### src/hw/rtl/uvst_pkg.sv
// Shared types, constants and arithmetic helpers of the UV sphere cell tessellator.
`default_nettype none
package uvst_pkg;

  localparam int ANGLE_W   = 32;
  localparam int CORD_W    = 33;
  localparam int DIV_CHUNK = 4;
  localparam int ATAN_ENTRIES = 24;

  localparam logic [30:0] RADIUS_RESET   = 31'd65536;
  localparam logic [7:0]  LON_STEPS_RESET = 8'd20;
  localparam logic [7:0]  LAT_STEPS_RESET = 8'd30;

  localparam logic signed [CORD_W-1:0] CORDIC_GAIN = 33'sd652032874;
  localparam logic [ANGLE_W-1:0] QUARTER_TURN = 32'h4000_0000;
  localparam logic [2:0] LAST_CORNER = 3'd5;

  typedef enum logic [2:0] {
    REG_RADIUS    = 3'd0,
    REG_CENTER_X  = 3'd1,
    REG_CENTER_Y  = 3'd2,
    REG_CENTER_Z  = 3'd3,
    REG_LON_STEPS = 3'd4,
    REG_LAT_STEPS = 3'd5
  } reg_index_t;

  localparam logic [ANGLE_W-1:0] ATAN_TURNS [ATAN_ENTRIES] = '{
    32'd536870912, 32'd316933405, 32'd167458907, 32'd85004756, 32'd42667331,
    32'd21354465, 32'd10679838, 32'd5340245, 32'd2670163, 32'd1335087,
    32'd667544, 32'd333772, 32'd166886, 32'd83443, 32'd41722, 32'd20861,
    32'd10430, 32'd5215, 32'd2608, 32'd1304, 32'd652, 32'd326, 32'd163, 32'd81
  };

  typedef struct packed {
    logic [7:0] lat_index;
    logic [7:0] lon_index;
  } cell_t;

  typedef struct packed {
    logic signed [31:0] vertex_x;
    logic signed [31:0] vertex_y;
    logic signed [31:0] vertex_z;
    logic [2:0]         corner_number;
    logic               last_vertex;
  } vertex_t;

  typedef struct packed {
    logic       valid;
    logic [2:0] corner;
  } tag_t;

  typedef struct packed {
    logic signed [CORD_W-1:0] x;
    logic signed [CORD_W-1:0] y;
    logic signed [CORD_W-1:0] z;
    logic [1:0]               quad;
  } cordic_t;

  typedef struct packed {
    logic signed [CORD_W-1:0] c;
    logic signed [CORD_W-1:0] s;
  } sincos_t;

  // Corner sequence (v1,v2,v3),(v2,v4,v3): bit 0 steps latitude, bit 1 longitude.
  function automatic logic [1:0] corner_offset(input logic [2:0] corner);
    logic [1:0] off;
    unique case (corner)
      3'd0:    off = 2'b00;
      3'd1:    off = 2'b01;
      3'd2:    off = 2'b10;
      3'd3:    off = 2'b01;
      3'd4:    off = 2'b11;
      3'd5:    off = 2'b10;
      default: off = 2'b00;
    endcase
    return off;
  endfunction

  // Four restoring division steps; rem stays below d.
  function automatic logic [11:0] div_chunk(input logic [7:0] rem, input logic [3:0] nb,
                                            input logic [7:0] d);
    logic [8:0] t;
    logic [7:0] r;
    logic [3:0] q;
    r = rem;
    q = '0;
    for (int b = 3; b >= 0; b--) begin
      t = {r, nb[b[1:0]]};
      if (t >= {1'b0, d}) begin
        r = 8'(t - {1'b0, d});
        q[b[1:0]] = 1'b1;
      end else begin
        r = t[7:0];
      end
    end
    return {r, q};
  endfunction

  function automatic cordic_t cordic_step(input cordic_t c, input int k);
    cordic_t r;
    logic signed [CORD_W-1:0] dx;
    logic signed [CORD_W-1:0] dy;
    logic signed [CORD_W-1:0] at;
    r  = c;
    dx = c.y >>> k;
    dy = c.x >>> k;
    at = $signed({1'b0, ATAN_TURNS[k[4:0]]});
    if (!c.z[CORD_W-1]) begin
      r.x = c.x - dx;
      r.y = c.y + dy;
      r.z = c.z - at;
    end else begin
      r.x = c.x + dx;
      r.y = c.y - dy;
      r.z = c.z + at;
    end
    return r;
  endfunction

  function automatic sincos_t quad_map(input cordic_t c);
    sincos_t r;
    case (c.quad)
      2'd0:    begin r.c = c.x;  r.s = c.y;  end
      2'd1:    begin r.c = -c.y; r.s = c.x;  end
      2'd2:    begin r.c = -c.x; r.s = -c.y; end
      default: begin r.c = c.y;  r.s = -c.x; end
    endcase
    return r;
  endfunction

  function automatic logic signed [31:0] sat32(input logic signed [39:0] v);
    if (v > 40'sd2147483647) begin
      return 32'sh7FFF_FFFF;
    end else if (v < -40'sd2147483648) begin
      return 32'sh8000_0000;
    end
    return v[31:0];
  endfunction

endpackage
`default_nettype wire

### src/hw/rtl/uvst_divider.sv
// Pipelined restoring dividers for the longitude and latitude binary angles.
`default_nettype none
module uvst_divider #(
  parameter int NUM_BITS = 41
) (
  input  wire logic                         clk,
  input  wire logic                         rst,
  input  wire logic                         en,
  input  wire uvst_pkg::tag_t               tag_in,
  input  wire logic [NUM_BITS-1:0]          num_phi,
  input  wire logic [NUM_BITS-1:0]          num_theta,
  input  wire logic [7:0]                   div_phi,
  input  wire logic [7:0]                   div_theta,
  output uvst_pkg::tag_t                    tag_out,
  output logic [uvst_pkg::ANGLE_W-1:0]      q_phi,
  output logic [uvst_pkg::ANGLE_W-1:0]      q_theta
);
  import uvst_pkg::*;

  localparam int STAGES = (NUM_BITS + DIV_CHUNK - 1) / DIV_CHUNK;
  localparam int TOT    = STAGES * DIV_CHUNK;

  logic [7:0]         rp [STAGES];
  logic [7:0]         rt [STAGES];
  logic [TOT-1:0]     np [STAGES];
  logic [TOT-1:0]     nt [STAGES];
  logic [ANGLE_W-1:0] qp [STAGES];
  logic [ANGLE_W-1:0] qt [STAGES];
  tag_t               tg [STAGES];

  logic [7:0]         rp_in [STAGES];
  logic [7:0]         rt_in [STAGES];
  logic [TOT-1:0]     np_in [STAGES];
  logic [TOT-1:0]     nt_in [STAGES];
  logic [ANGLE_W-1:0] qp_in [STAGES];
  logic [ANGLE_W-1:0] qt_in [STAGES];
  tag_t               tg_in [STAGES];
  logic [11:0]        ch_p  [STAGES];
  logic [11:0]        ch_t  [STAGES];

  always_comb begin
    for (int s = 0; s < STAGES; s++) begin
      if (s == 0) begin
        rp_in[s] = '0;
        rt_in[s] = '0;
        np_in[s] = TOT'(num_phi);
        nt_in[s] = TOT'(num_theta);
        qp_in[s] = '0;
        qt_in[s] = '0;
        tg_in[s] = tag_in;
      end else begin
        rp_in[s] = rp[s-1];
        rt_in[s] = rt[s-1];
        np_in[s] = np[s-1];
        nt_in[s] = nt[s-1];
        qp_in[s] = qp[s-1];
        qt_in[s] = qt[s-1];
        tg_in[s] = tg[s-1];
      end
      ch_p[s] = div_chunk(rp_in[s], np_in[s][TOT-1 -: DIV_CHUNK], div_phi);
      ch_t[s] = div_chunk(rt_in[s], nt_in[s][TOT-1 -: DIV_CHUNK], div_theta);
    end
  end

  always_ff @(posedge clk) begin
    if (en) begin
      for (int s = 0; s < STAGES; s++) begin
        rp[s] <= ch_p[s][11:4];
        rt[s] <= ch_t[s][11:4];
        np[s] <= np_in[s] << DIV_CHUNK;
        nt[s] <= nt_in[s] << DIV_CHUNK;
        qp[s] <= {qp_in[s][ANGLE_W-DIV_CHUNK-1:0], ch_p[s][3:0]};
        qt[s] <= {qt_in[s][ANGLE_W-DIV_CHUNK-1:0], ch_t[s][3:0]};
      end
    end
  end

  always_ff @(posedge clk) begin
    if (rst) begin
      for (int s = 0; s < STAGES; s++) tg[s] <= '0;
    end else if (en) begin
      for (int s = 0; s < STAGES; s++) tg[s] <= tg_in[s];
    end
  end

  assign tag_out = tg[STAGES-1];
  assign q_phi   = qp[STAGES-1];
  assign q_theta = qt[STAGES-1];

endmodule
`default_nettype wire

### config.mk
export PLATFORM = sky130hd
export DESIGN_NAME = uvst_divider
export DESIGN_NICKNAME = d
export VERILOG_FILES = /design/src/hw/rtl/uvst_pkg.sv /design/src/hw/rtl/uvst_divider.sv
export SDC_FILE = /design/constraint.sdc
export NUM_CORES = 2
export LEC_CHECK = 0
export ABC_AREA = 0
export BUFFER_PORTS_ARGS = -buffer_cell sky130_fd_sc_hd__buf_2
export CORE_MARGIN = 1.5
export CORE_UTILIZATION = 60
export CTS_BUF_LIST = sky130_fd_sc_hd__clkbuf_4 sky130_fd_sc_hd__clkbuf_8
export CTS_CLUSTER_SIZE = 12
export DETAILED_ROUTE_END_ITERATION = 7
export PLACE_DENSITY = 0.77
export SYNTH_ARGS = -nofsm -noshare
export SYNTH_HDL_FRONTEND = slang
export SYNTH_SLANG_ARGS = --single-unit
### constraint.sdc
create_clock -name clk -period 12.7 [get_ports clk]
set_input_delay 1.27 -clock clk [delete_from_list [all_inputs] [get_ports clk]]
set_output_delay 1.27 -clock clk [all_outputs]
set_load 0.01 [all_outputs]
[After elaboration in Yosys (flattened, before gate mapping)]
Memory sizes are Yosys's and may differ from the RTL's.
Index checks and enable logic that the tools add are counted.
W data, S select, Z words.
Storage, ports and cells
  input port bits: 105
  word-level logic and storage cells: 387
  output and inout bits: 68
  memories kept: 7
  register bits after elaboration: 0
  bits in writable memories: 1804
Operators by class
  muxes and demuxes: 193
  order comparisons: 88
  add/subtract/negate cells: 88
  bitwise logic cells: 11
Memories
  np: words 11, width 40, rd ports 10, clocked after Yosys merged registers in 0, wr ports 11, line uvst_divider.sv:25  | logic [TOT-1:0] np [STAGES];
  nt: words 11, width 40, rd ports 10, clocked after Yosys merged registers in 0, wr ports 11, line uvst_divider.sv:26  | logic [TOT-1:0] nt [STAGES];
  qp: words 11, width 32, rd ports 11, clocked after Yosys merged registers in 0, wr ports 11, line uvst_divider.sv:27  | logic [ANGLE_W-1:0] qp [STAGES];
  qt: words 11, width 32, rd ports 11, clocked after Yosys merged registers in 0, wr ports 11, line uvst_divider.sv:28  | logic [ANGLE_W-1:0] qt [STAGES];
  rp: words 11, width 8, rd ports 10, clocked after Yosys merged registers in 0, wr ports 11, line uvst_divider.sv:23  | logic [7:0] rp [STAGES];
  rt: words 11, width 8, rd ports 10, clocked after Yosys merged registers in 0, wr ports 11, line uvst_divider.sv:24  | logic [7:0] rt [STAGES];
  1 more memories
Operators with widths (count)
  $ge A9 B8 Y1: 86
  $mux W8: 88
  $sub A8 B8 Y8: 86
  $mux W1: 94
  $mux W4: 11
  $ge A1 B8 Y1 const A: 2
  $sub A1 B8 Y8 const A: 2
  $or A1 B1 Y1: 11

[Logic depth before layout (Yosys ltp)]
An unclocked memory read counts as a cell.
  word-level depth: 9
  mapped depth: 43

[Worst setup path before layout]
No wires, ideal clock.
  path kind: input to register
  from: in div_theta[1]
  to: mem rt[6][4], data pin
  stages: 40
  setup time: 0.261 ns
  path slack: 1.463 ns
  buffers on the path: 2
  arrival: 10.976 ns
  cell sequence: inv_1 -> ha_1 -> nor2b_1 -> o31a_1 -> o41a_1 -> o21ai_0 -> nand2_1 -> o21ai_0 -> inv_1 -> ha_1 -> nor2b_1 -> o211ai_1 -> a31oi_1 -> o311a_1 -> a211o_1 -> buf_1 -> o21ai_0 -> inv_1 -> [... 4 more ...] -> a31oi_1 -> o21ai_0 -> o311ai_0 -> nor2_1 -> clkbuf_1 -> clkinv_1 -> a21oi_1 -> ha_1 -> nor2b_1 -> o21ai_0 -> a21o_1 -> a31oi_1 -> o22ai_1 -> nand2_1 -> o21ba_2 -> a21o_1 -> inv_1 -> a221o_1
RTL lines
  start: declaration: line uvst_divider.sv:13  | input wire logic [7:0] div_theta,
  end: declaration: line uvst_divider.sv:24

==> impl_metrics.py <==
metrics = {
    "clock_network": {
        "postCtsResizedCells": 0,
        "cts.sink_count": 932,
        "cts_max_path_buffers": 3,
        "tritoncts": "yes",
        "cts.clk_slew.worst_paths_ns": 0.06,
        "cts_setup_buffers": 0,
        "cts_made_buffers": 160,
        "clock_insertion_delay_at_the_later_pin_of_the_skew_report_ns": 0.86,
        "htree_levels": 4,
        "holdBufCountCts": 0,
        "clock-root-buffer": "clkbuf_8",
    },
    "finish": {
        "area.growth.synth_to_final_pct": 9.71,
        "post_route_cells_drive_above_1_share": 0.136,
        "most_common_cell_after_layout_fill_and_taps_aside": "edfxtp_1",
        "design.final.nets": 7070,
        "layout.cells.most_common_list": "edfxtp_1, ha_1, nor2_1",
        "layout.core_utilization": 0.667,
    },
    "worst_setup_path": {
        "critPathMaxFanout": 15,
        "timing.critical_path.slowest_cell_delay_ns": 0.57,
        "timing.reg2reg.setup_slack_ns": 2.62,
        "worst_ep_required_time_ns": 13.28,
        "timing.critical_path.mode_cell": "o21ai_0",
        "rr_endpoint": "rt[6][4]$_DFFE_PP_",
        "path_buf_inv": 7,
        "startpoint_type": "primary input",
        "critical_path_depth": 40,
        "category_of_the_worst_setup_path_capture_point": "register",
        "slowest_cell_on_the_critical_path": "nor2_1",
        "arrival_ns": 11.29,
        "worstRegToRegCells": 37,
        "type_of_the_setup_path_with_the_least_slack": "primary input to register",
        "critPathTopFamily": "compound AO/OA/AOI/OAI gates",
        "worst_r2r_startpoint": "rt[5][0]$_DFFE_PP_",
    },
    "timing": {
        "maxSlewViolCount": 0,
        "hold_viol": 0,
        "fin_crit_sh": 0.843,
        "setup_failing_eps_final": 0,
        "rsz_0062_raised_after_global_routing": "no",
        "slew_headroom": 0.265,
        "final_period_minus_worst_setup_slack_ns": 10.71,
        "timing.setup.tns_ns": 0,
        "worst-slew-pin-transition_ns": 1.10,
        "max_freq_ghz": 0.0934,
        "final_worst_clock_skew_ns": 0.0502,
    },
    "synth": {
        "synth_enable_flop_cells": 932,
        "ys_async_sr_fraction": 0,
        "ys_warn_count": 0,
        "syn-instance-count": 5851,
        "synth.top_cells.by_area": "edfxtp_1, ha_1, mux2_2, xnor2_1, o21ai_0",
        "synth_largest_type_area_fraction": 0.435,
        "synth_seq_area_share": 0.435,
        "synth-seq-cells": 932,
        "ys.flop_type": "edfxtp_1",
        "synth_area_per_cell_um2": 11.0,
        "synthDistinctLibCells": 106,
        "netlist_area_pre_place_mm2": 0.0643,
        "synthDominantAreaCellType": "edfxtp_1",
    },
    "status": {
        "run_status": "finished clean",
    },
    "global_routing": {
        "grt_usage": 0.262,
        "global_route_wire_length_before_repair_um": 231000,
        "number_of_global_route_vias_before_repair": 46248,
        "antenna_violations_before_repair": 6,
        "largest_net_degree_at_the_start_of_global_routing": 175,
        "globalRouteOverflowTotal": 0,
    },
    "route": {
        "first_iter_violations": 3304,
        "routedWlPerCell_um": 18.6,
        "vias_per_cell": 6.09,
        "via_count": 46976,
        "finalWirelength_um": 144000,
        "firstDrtPassIters": 5,
        "detail-route-antenna-nets": 0,
        "remaining_drc_errors": 0,
    },
    "floorplan": {
        "die_x_um": 330,
        "core_area_mm2": 0.106,
        "design.portCount": 173,
        "initial_utilization": 0.608,
        "row_count": 119,
        "die_height_um": 330,
        "die_area_mm2": 0.109,
    },
    "min_path": {
        "whs_path_depth": 0,
        "hold_path_end": "qt[8][7]$_DFFE_PP_",
        "min-delay-start": "qt[7][3]$_DFFE_PP_",
        "worst_hold_check_path_type": "register to register",
    },
    "placement": {
        "dp_hpwl_um": 104000,
        "finalWeightedCongestion": 0.930,
        "port_buffers": 172,
    },
    "job": {
        "maxCapViolations": 0,
    },
}
## Yosys cell counts (34+ instances only)
cell / count
edfxtp_1: 932
ha_1: 687
inv_1: 390
nor2_1: 378
o21ai_0: 349
a21oi_1: 332
nand2_1: 275
xnor2_1: 226
mux2_2: 213
nor2b_1: 148
xor2_1: 132
a21o_1: 123
nor3_1: 121
nand3_1: 113
o21a_1: 112
mux2i_1: 90
nand4_1: 87
and2_1: 85
fa_1: 80
nand2b_1: 69
or2_2: 60
o21bai_1: 53
o211ai_1: 51
a31oi_1: 50
or3_1: 49
a211oi_1: 48
clkbuf_1: 39
a211o_1: 35
a221o_1: 35
a21boi_0: 34
## logic make-up (layout without fill, tap and decap cells)
| kind of cell | count (synthesis) | count (layout) | synth area share |
|---|---|---|---|
| simple gates | 1516 | 1516 | 0.121 |
| buf+inv | 464 | 931 | 0.0277 |
| mux | 312 | 312 | 0.0534 |
| compound gates | 1501 | 1501 | 0.156 |
| other cells | 1 | 9 | 0.0000583 |
| xor+xnor | 358 | 358 | 0.0487 |
| fa+ha+maj | 767 | 767 | 0.158 |
| flops | 932 | 932 | 0.435 |
## final cells by class
class	count	area, um2
clock buffer	202	2530
sequential	932	28000
fill	8079	35300
antenna	3	7.51
clock inverter	85	732
tap	1391	1740
timing repair buffer	236	1460
multi-input combinational	4460	34600
inverter	408	1530
## layer usage
| layer | vias up | routed length [um] | global-route usage |
|---|---|---|---|
| met5 | - | 13 | 0 |
| met4 | 2 | 4630 | 0.100 |
| met3 | 328 | 7230 | 0.0399 |
| met2 | 1319 | 68600 | 0.443 |
| met1 | 22411 | 63300 | 0.339 |
| li1 | 22916 | - | - |
## through the flow
step	area, um2	worst slack [ns]	cells	hold slack, ns
global placement	67300	1.39	7427	0.400
CTS	70600	2.22	7714	0.384
finish	70600	1.99	7717	0.383
detailed placement	67300	1.30	7427	0.405
floorplan	64400	1.46	5856	0.400
global route	70600	1.13	7717	0.391
## worst reg2reg max path, delay by kind of cell, from the launching register on
family	cells	cell delay, ns
AND/OR/NAND/NOR	7	1.55
buffers and inverters	4	0.74
adder cells (fa/ha/maj)	4	1.23
AO/OA/AOI/OAI	22	5.86
flip-flops	1	0.43
## flip-flops by register name (all words and copies together) (netlist names)
name / count
np: 220
nt: 220
qp: 144
qt: 144
rp: 80
rt: 80
tg: 44
## worst max-delay path by stage
stage | startpoint | end | slack (ns)
floorplan | div_theta[1] | rt[6][4]$_DFFE_PP_ | 1.46
global placement | div_phi[1] | rp[4][2]$_DFFE_PP_ | 1.39
detailed placement | div_theta[1] | rt[6][4]$_DFFE_PP_ | 1.30
CTS | div_theta[1] | rt[6][4]$_DFFE_PP_ | 2.22
global route | div_theta[1] | rt[6][4]$_DFFE_PP_ | 1.13
finish | div_theta[1] | rt[6][4]$_DFFE_PP_ | 1.99
Power is left out: the tool's default activity adds up to more than one toggle a clock period on the data nets, which glitch-free logic cannot reach.
